--- config.mk ---
export PLATFORM = sky130hd
export DESIGN_NAME = ipv4_route_forward
export DESIGN_NICKNAME = d
export VERILOG_FILES = /design/src/rtl/irf_pkg.sv /design/src/rtl/ipv4_route_forward.sv /design/src/rtl/irf_cell.sv
export SDC_FILE = /design/constraint.sdc
export NUM_CORES = 2
export LEC_CHECK = 0
export BUFFER_PORTS_ARGS = -buffer_cell sky130_fd_sc_hd__buf_2
export CAP_MARGIN = 20
export CORE_MARGIN = 2
export CORE_UTILIZATION = 65
export DETAILED_ROUTE_END_ITERATION = 12
export GPL_TIMING_DRIVEN = 0
export PLACE_DENSITY = 0.82
export SYNTH_ARGS = -nofsm -noshare
export SYNTH_HDL_FRONTEND = slang
export SYNTH_SLANG_ARGS = --single-unit
--- constraint.sdc ---
create_clock -name clk -period 16.55 [get_ports clk]
set_clock_uncertainty 0.15 [all_clocks]
set_input_delay 4.965 -clock clk [delete_from_list [all_inputs] [get_ports clk]]
set_output_delay 4.965 -clock clk [all_outputs]
set_load 0.01 [all_outputs]
--- src/rtl/irf_pkg.sv ---
package irf_pkg;

    typedef enum logic [2:0] {
        V_LOCAL      = 3'd0,
        V_FORWARD    = 3'd1,
        V_TTL_ERR    = 3'd2,
        V_NO_ROUTE   = 3'd3,
        V_TABLE_FULL = 3'd4
    } verdict_t;

    // search token handed from cell to cell
    typedef struct packed {
        logic        valid;
        verdict_t    verdict;
        logic [31:0] dest;
        logic [31:0] hop;
    } token_t;

    // route entry broadcast to the cells on an add
    typedef struct packed {
        logic [31:0] dest;
        logic [5:0]  len;
        logic [31:0] hop;
    } route_t;

    localparam logic [5:0]  MAX_PREFIX = 6'd32;
    localparam logic [3:0]  WIDX_IHL   = 4'd0;
    localparam logic [3:0]  WIDX_TTL   = 4'd2;
    localparam logic [3:0]  WIDX_DEST  = 4'd4;
    localparam logic [3:0]  WIDX_MAX   = 4'd15;
    localparam logic [16:0] CSUM_MOD   = 17'd65535;
    localparam logic [15:0] CSUM_ONES  = 16'hffff;

    // shifts of 32 or more give zero, so lengths 0 and 32+ fall out naturally
    function automatic logic [31:0] prefix_mask(input logic [5:0] len);
        prefix_mask = ~(32'hffff_ffff >> len);
    endfunction

    // (sum + half) mod 65535, with sum already below 65535
    function automatic logic [15:0] csum_fold(input logic [15:0] sum,
                                              input logic [15:0] half);
        logic [16:0] s;
        s = {1'b0, sum} + {1'b0, half};
        if (s >= CSUM_MOD)
            csum_fold = 16'(s - CSUM_MOD);
        else
            csum_fold = s[15:0];
    endfunction

endpackage

--- src/rtl/ipv4_route_forward.sv ---
// IPv4 forwarding decision over a table of routes held in a row of cells.
// Input: an item is transferred on a clock edge with start high and busy low.
//   mode 0 adds a route (word = destination, route_prefix_len, route_next_hop);
//   mode 1 delivers one header word, last marks the final word of a packet.
// Config: local_address is written by cfg_we / cfg_wdata; the user must write
//   it only while idle, and the block itself does not enforce this.
// Output: done is high for one cycle with verdict, next_hop, new_ttl and
//   new_checksum; the receiver must take it, there is no stall.
// Timing: a new item may follow right after a route add or a non-final header
//   word. A route add into a full table shows V_TABLE_FULL in the next cycle.
//   A final header word launches a lookup token that walks the cell row one
//   cell per cycle; the verdict is registered through query_reg, each cell's
//   token register and done_reg, and busy stays high until it is shown.
// Reset: the route table is emptied (count cleared), packet state and
//   local_address go to zero, no result is pending.
module ipv4_route_forward #(
    parameter int TABLE_DEPTH = 16
) (
    input  logic        clk,
    input  logic        rst_n,
    input  logic        start,
    output logic        busy,
    input  logic        mode,
    input  logic [31:0] word,
    input  logic        last,
    input  logic [5:0]  route_prefix_len,
    input  logic [31:0] route_next_hop,
    input  logic        cfg_we,
    input  logic [31:0] cfg_wdata,
    output logic        done,
    output logic [2:0]  verdict,
    output logic [31:0] next_hop,
    output logic [7:0]  new_ttl,
    output logic [15:0] new_checksum
);
    import irf_pkg::*;

    localparam int CW = $clog2(TABLE_DEPTH + 1);

    logic [CW-1:0] route_count_reg, route_count_next;
    logic [3:0]    word_index_reg, word_index_next;
    logic [15:0]   sum_reg, sum_next;
    logic [7:0]    held_ttl_reg, held_ttl_next;
    logic [31:0]   held_dest_reg, held_dest_next;
    logic [3:0]    held_ihl_reg, held_ihl_next;
    logic [31:0]   local_address_reg;
    token_t        query_reg, query_next;
    logic [7:0]    pkt_ttl_reg, pkt_ttl_next;
    logic [15:0]   pkt_sum_reg, pkt_sum_next;
    logic          done_reg, done_next;
    verdict_t      verdict_reg, verdict_next;
    logic [31:0]   next_hop_reg, next_hop_next;
    logic [7:0]    new_ttl_reg, new_ttl_next;
    logic [15:0]   new_checksum_reg, new_checksum_next;

    token_t                 tok [TABLE_DEPTH+1];
    logic [TABLE_DEPTH-1:0] cell_busy;
    route_t                 add_route;
    logic                   accept;
    logic                   table_full;
    logic                   add_en;
    logic [5:0]             len_clamp;
    logic [3:0]             ihl_eff;
    logic [7:0]             ttl_eff;
    logic [31:0]            dest_eff;
    logic [15:0]            sum_hdr;
    verdict_t               pre_verdict;

    assign tok[0] = query_reg;

    genvar gi;
    generate
        for (gi = 0; gi < TABLE_DEPTH; gi++)
        begin : g_cell
            irf_cell #(
                .CW  (CW),
                .IDX (gi)
            ) u_cell (
                .clk         (clk),
                .rst_n       (rst_n),
                .route_count (route_count_reg),
                .add_en      (add_en),
                .add_route   (add_route),
                .tok_in      (tok[gi]),
                .tok_out     (tok[gi+1])
            );
            assign cell_busy[gi] = tok[gi+1].valid;
        end
    endgenerate

    assign busy       = query_reg.valid | (|cell_busy);
    assign accept     = start && !busy;
    assign table_full = route_count_reg == CW'(TABLE_DEPTH);
    assign add_en     = accept && !mode && !table_full;

    assign len_clamp      = (route_prefix_len > MAX_PREFIX) ? MAX_PREFIX : route_prefix_len;
    assign add_route.dest = word & prefix_mask(len_clamp);
    assign add_route.len  = len_clamp;
    assign add_route.hop  = route_next_hop;

    // header fields as they stand once the current word is included
    assign ihl_eff  = (word_index_reg == WIDX_IHL)  ? word[27:24] : held_ihl_reg;
    assign ttl_eff  = (word_index_reg == WIDX_TTL)  ? word[31:24] : held_ttl_reg;
    assign dest_eff = (word_index_reg == WIDX_DEST) ? word        : held_dest_reg;

    always_comb
    begin
        sum_hdr = sum_reg;
        if (word_index_reg < ihl_eff)
        begin
            if (word_index_reg == WIDX_TTL)
                // old checksum halfword is skipped, TTL enters decremented
                sum_hdr = csum_fold(sum_reg, {word[31:24] - 8'd1, word[23:16]});
            else
                sum_hdr = csum_fold(csum_fold(sum_reg, word[31:16]), word[15:0]);
        end
    end

    always_comb
    begin
        if (dest_eff == local_address_reg)
            pre_verdict = V_LOCAL;
        else if (ttl_eff == 8'd0)
            pre_verdict = V_TTL_ERR;
        else
            pre_verdict = V_NO_ROUTE;
    end

    always_comb
    begin
        route_count_next  = route_count_reg;
        word_index_next   = word_index_reg;
        sum_next          = sum_reg;
        held_ttl_next     = held_ttl_reg;
        held_dest_next    = held_dest_reg;
        held_ihl_next     = held_ihl_reg;
        query_next        = '0;
        pkt_ttl_next      = pkt_ttl_reg;
        pkt_sum_next      = pkt_sum_reg;
        done_next         = 1'b0;
        verdict_next      = verdict_reg;
        next_hop_next     = next_hop_reg;
        new_ttl_next      = new_ttl_reg;
        new_checksum_next = new_checksum_reg;

        if (add_en)
            route_count_next = route_count_reg + CW'(1);

        if (accept && mode)
        begin
            if (last)
            begin
                word_index_next    = '0;
                sum_next           = '0;
                held_ttl_next      = '0;
                held_dest_next     = '0;
                held_ihl_next      = '0;
                query_next.valid   = 1'b1;
                query_next.verdict = pre_verdict;
                query_next.dest    = dest_eff;
                query_next.hop     = '0;
                pkt_ttl_next       = ttl_eff;
                pkt_sum_next       = sum_hdr;
            end
            else
            begin
                sum_next       = sum_hdr;
                held_ttl_next  = ttl_eff;
                held_dest_next = dest_eff;
                held_ihl_next  = ihl_eff;
                if (word_index_reg != WIDX_MAX)
                    word_index_next = word_index_reg + 4'd1;
            end
        end

        if (accept && !mode && table_full)
        begin
            done_next         = 1'b1;
            verdict_next      = V_TABLE_FULL;
            next_hop_next     = '0;
            new_ttl_next      = '0;
            new_checksum_next = '0;
        end
        else if (tok[TABLE_DEPTH].valid)
        begin
            done_next    = 1'b1;
            verdict_next = tok[TABLE_DEPTH].verdict;
            if (tok[TABLE_DEPTH].verdict == V_FORWARD)
            begin
                next_hop_next     = tok[TABLE_DEPTH].hop;
                new_ttl_next      = pkt_ttl_reg - 8'd1;
                new_checksum_next = CSUM_ONES - pkt_sum_reg;
            end
            else
            begin
                next_hop_next     = '0;
                new_ttl_next      = '0;
                new_checksum_next = '0;
            end
        end
    end

    always_ff @(posedge clk or negedge rst_n)
    begin
        if (!rst_n)
        begin
            route_count_reg   <= '0;
            word_index_reg    <= '0;
            sum_reg           <= '0;
            held_ttl_reg      <= '0;
            held_dest_reg     <= '0;
            held_ihl_reg      <= '0;
            local_address_reg <= '0;
            query_reg         <= '0;
            pkt_ttl_reg       <= '0;
            pkt_sum_reg       <= '0;
            done_reg          <= 1'b0;
            verdict_reg       <= V_LOCAL;
            next_hop_reg      <= '0;
            new_ttl_reg       <= '0;
            new_checksum_reg  <= '0;
        end
        else
        begin
            route_count_reg  <= route_count_next;
            word_index_reg   <= word_index_next;
            sum_reg          <= sum_next;
            held_ttl_reg     <= held_ttl_next;
            held_dest_reg    <= held_dest_next;
            held_ihl_reg     <= held_ihl_next;
            if (cfg_we)
                local_address_reg <= cfg_wdata;
            query_reg        <= query_next;
            pkt_ttl_reg      <= pkt_ttl_next;
            pkt_sum_reg      <= pkt_sum_next;
            done_reg         <= done_next;
            verdict_reg      <= verdict_next;
            next_hop_reg     <= next_hop_next;
            new_ttl_reg      <= new_ttl_next;
            new_checksum_reg <= new_checksum_next;
        end
    end

    assign done         = done_reg;
    assign verdict      = verdict_reg;
    assign next_hop     = next_hop_reg;
    assign new_ttl      = new_ttl_reg;
    assign new_checksum = new_checksum_reg;

endmodule

--- src/rtl/irf_cell.sv ---
module irf_cell #(
    parameter int CW  = 5,
    parameter int IDX = 0
) (
    input  logic            clk,
    input  logic            rst_n,
    input  logic [CW-1:0]   route_count,
    input  logic            add_en,
    input  irf_pkg::route_t add_route,
    input  irf_pkg::token_t tok_in,
    output irf_pkg::token_t tok_out
);
    import irf_pkg::*;

    logic [31:0] dest_reg;
    logic [5:0]  len_reg;
    logic [31:0] hop_reg;
    token_t      tok_reg;
    token_t      tok_next;
    logic        in_table;
    logic        hit;

    assign in_table = CW'(IDX) < route_count;
    assign hit      = in_table && ((tok_in.dest & prefix_mask(len_reg)) == dest_reg);

    always_ff @(posedge clk)
    begin
        if (add_en && route_count == CW'(IDX))
        begin
            dest_reg <= add_route.dest;
            len_reg  <= add_route.len;
            hop_reg  <= add_route.hop;
        end
    end

    // first matching entry wins: later cells see the verdict already set
    always_comb
    begin
        tok_next = tok_in;
        if (tok_in.verdict == V_NO_ROUTE && hit)
        begin
            tok_next.verdict = V_FORWARD;
            tok_next.hop     = hop_reg;
        end
    end

    always_ff @(posedge clk or negedge rst_n)
    begin
        if (!rst_n)
            tok_reg <= '0;
        else
            tok_reg <= tok_next;
    end

    assign tok_out = tok_reg;

endmodule
==> results_dict.tcl <==
set metrics [dict create \
    rsz0062_at_grt "false" \
    routed_wirelength_um 265000 \
    syn_area_mm2 0.0920 \
    cpPeakStageDelay_ns 0.62 \
    drv_cap 0 \
    crit_path_end "sum_reg[2]" \
    cts_num_sinks 2380 \
    grtUsageTotal_pct 37.1 \
    globalRouteOverflowTotal 0 \
    ir_worst_vdd_mv 0.174 \
    yosysWarnings 0 \
    clk_pin_slew_ns 0.07 \
    arrival_ns 12.52 \
    dieArea_mm2 0.145 \
    grt_max_degree 186 \
    die_w_um 380 \
    endpoint_kind "register" \
    yosysTopAreaCell "edfxtp_1" \
    routedWlPerCell_um 30.0 \
    die-height_um 380 \
    power.leakage_nw 43.4 \
    rr_endpoint "sum_reg[2]" \
    reg2reg_slack_ns 8.46 \
    run_status "completed" \
    crit_start "word[16]" \
    p_per_area_mw_per_mm2 140 \
    path_class "input port to register" \
    cp-start-kind "input port" \
    largest_reg_flops 1040 \
    design.core.area_mm2 0.141 \
    grt_pass1_wl_um 388000 \
    cp_slowest_cell "fa_1" \
    cts_buffer_depth 3 \
    final_cells 8851 \
    viasPerCell 6.38 \
    antenna_found_initial 22 \
    drv_slew 0 \
    area_growth_pct 14.0 \
    finalCritPeriodShare_pct 72.1 \
    synth-edff-count 1120 \
    ctsResizeCount 0 \
    crit_family "compound AO/OA/AOI/OAI gates" \
    ys.flop_type "dfrtp_1" \
    post_cts_buffers 0 \
    synth.avg_cell_area_um2 14.7 \
    setup_viol 0 \
    fin_util_pct 74.3 \
    hold_viol 0 \
    fmax_mhz 83.8 \
    slew_headroom_pct 24.4 \
    ys_seq_elements 2380 \
    yosysSeqAreaShare_pct 70.8 \
    drt_first_pass_iters 6 \
    gp_routability_congestion 0.974 \
    tightest_slew_ns 1.12 \
    drtAntennaViolNets 0 \
    cts_buffers 217 \
    drive_gt1_share_pct 17.9 \
    place_inst 8419 \
    cpMostUsedCell "ha_1" \
    route.detailed.drc 0 \
    clk_latency_ns 0.89 \
    timing.critical_path.buf_inv 4 \
    critPathRequiredTime_ns 17.13 \
    nets 6914 \
    port_buffers 163 \
    hold_path.class "register to register" \
    syn_inst 6279 \
    root_buffer "clkbuf_16" \
    synthDistinctLibCells 107 \
    ios 169 \
    cts_hold_buf 0 \
    min_period_ns 11.94 \
    dp_slack_ns 3.92 \
    reg2reg_from "sum_reg[0]" \
    fin_hold_ws_ns 0.218 \
    grt_pass1_vias 57256 \
    tritoncts "done" \
    drt-initial-drc-count 7527 \
    ys_async_sr_fraction_pct 52.9 \
    layout_setup_ws_ns 4.61 \
    hpwlAfterDp_um 177000 \
    cp.depth 26 \
    std_cell_rows 138 \
    htree_levels 4 \
    cp_max_fo 10 \
    worstRegToRegCells 25 \
    synth_top_area_share_pct 36.6 \
    start_util_pct 65.2 \
    fin_tns_setup_ns 0 \
    syn-num-nets 6443 \
    vias 56470 \
    synth_area_leaders "edfxtp_1 37%, dfrtp_1 34%, mux2_2 5.2%" \
]
## report_power, final
part | switching, mW | total (mW) | internal [mW] | leakage, nW
clock network | 2.30 | 5.19 | 2.90 | 3.64
logic | 1.81 | 2.69 | 0.881 | 12.5
registers | 0.250 | 6.75 | 6.50 | 27.3
## metal layers
layer | part of all wire, % | up-vias | wire length [um] | global-route usage (%)
met5 | 0.046 | - | 122 | 0
met4 | 5.1 | 16 | 13500 | 16.5
met3 | 10 | 724 | 27300 | 9.02
met2 | 47 | 3246 | 123000 | 57.5
met1 | 38 | 28877 | 101000 | 50.7
li1 | - | 23607 | - | -
## placed cells by master, fill, tap and decap left out, drive strengths merged, types with 11 or more instances in the layout
cell type,n
nor2,253
nor2b,91
clkbuf,535
dfrtp,1260
o41a,14
o31a,23
xor2,307
o21a,65
a22o,33
a22oi,36
or2,17
a21oi,100
buf,297
nand4,111
o21ai,499
nand2b,11
and3,86
or3,23
xnor2,286
mux2i,40
a21o,19
nor3,62
ha,54
mux2,515
a21boi,30
and2,92
o221ai,11
a31oi,31
inv,64
clkinv,71
nor4,82
o211ai,15
a211oi,13
edfxtp,1120
o31ai,29
diode,14
nand3,47
bufinv,15
nand2,468
## final cells by class
type                       count  area (um^2)
sequential                  2380        65200
fill                        8384        36200
multi-input combinational   3575        25800
clock buffer                 315         6250
timing repair buffer         252         2630
tap                         1890         2360
clock inverter               101         1260
buffer                       265         1130
inverter                      59          221
antenna                       14         35.0
## cells in the mapped netlist (all sizes together) (86+ instances only)
library cell	count
dfrtp	1260
edfxtp	1120
mux2	515
o21ai	499
nand2	468
xor2	307
xnor2	286
nor2	253
clkbuf	219
nand4	111
a21oi	100
and2	92
nor2b	91
and3	86
## worst reg2reg max path: stages (launching register included)
cell	delay, ns
dfrtp_1	0.44
ha_1	0.25
fa_1	0.62
ha_1	0.18
buf_1	0.29
nand2b_1	0.08
or4_1	0.42
a211oi_2	0.31
nand4_2	0.32
nand2_2	0.24
and3_1	0.21
a31o_2	0.26
buf_2	0.29
a31oi_1	0.14
ha_1	0.27
a211oi_1	0.59
o21ai_0	0.33
a31oi_1	0.32
xor2_1	0.19
nand4b_1	0.29
nand3b_1	0.35
o21ai_2	0.34
buf_4	0.24
o211ai_1	0.13
a2bb2oi_1	0.51
o221ai_1	0.19
## per-stage QoR
step,area (um^2),power (mW)
after floorplan,92000,8.45
after global placement,95200,9.34
after detailed placement,97300,9.45
after CTS,105000,14.6
after global routing,105000,15.1
final,105000,14.6
## kinds of logic (layout without fill, tap and decap cells)
kind of cell	after synthesis	after routing	synth area share, %
and+or+nand+nor	1389	1389	7.56
adders and majority gates	56	56	0.778
buffers and inverters	324	992	1.47
AOI/OAI and AO/OA	982	982	6.68
DFF	2380	2380	70.8
muxes	555	555	7.00
other	0	14	0
xor gates and xnor gates	593	593	5.67
## worst min-delay path by stage
stage | cells past startpoint | start | slack, ns | to
after floorplan | 0 | g_cell[1].u_cell.tok_out[58] | 0.19 | g_cell[2].u_cell.tok_out[58]
after global placement | 0 | g_cell[6].u_cell.tok_out[47] | 0.20 | g_cell[7].u_cell.tok_out[47]
after detailed placement | 0 | g_cell[6].u_cell.tok_out[38] | 0.21 | g_cell[7].u_cell.tok_out[38]
after CTS | 0 | g_cell[8].u_cell.tok_out[33] | 0.21 | g_cell[9].u_cell.tok_out[33]
after global routing | 0 | g_cell[8].u_cell.tok_out[33] | 0.22 | g_cell[9].u_cell.tok_out[33]
final | 0 | g_cell[8].u_cell.tok_out[33] | 0.22 | g_cell[9].u_cell.tok_out[33]
Power figures use the tool's default switching activity.
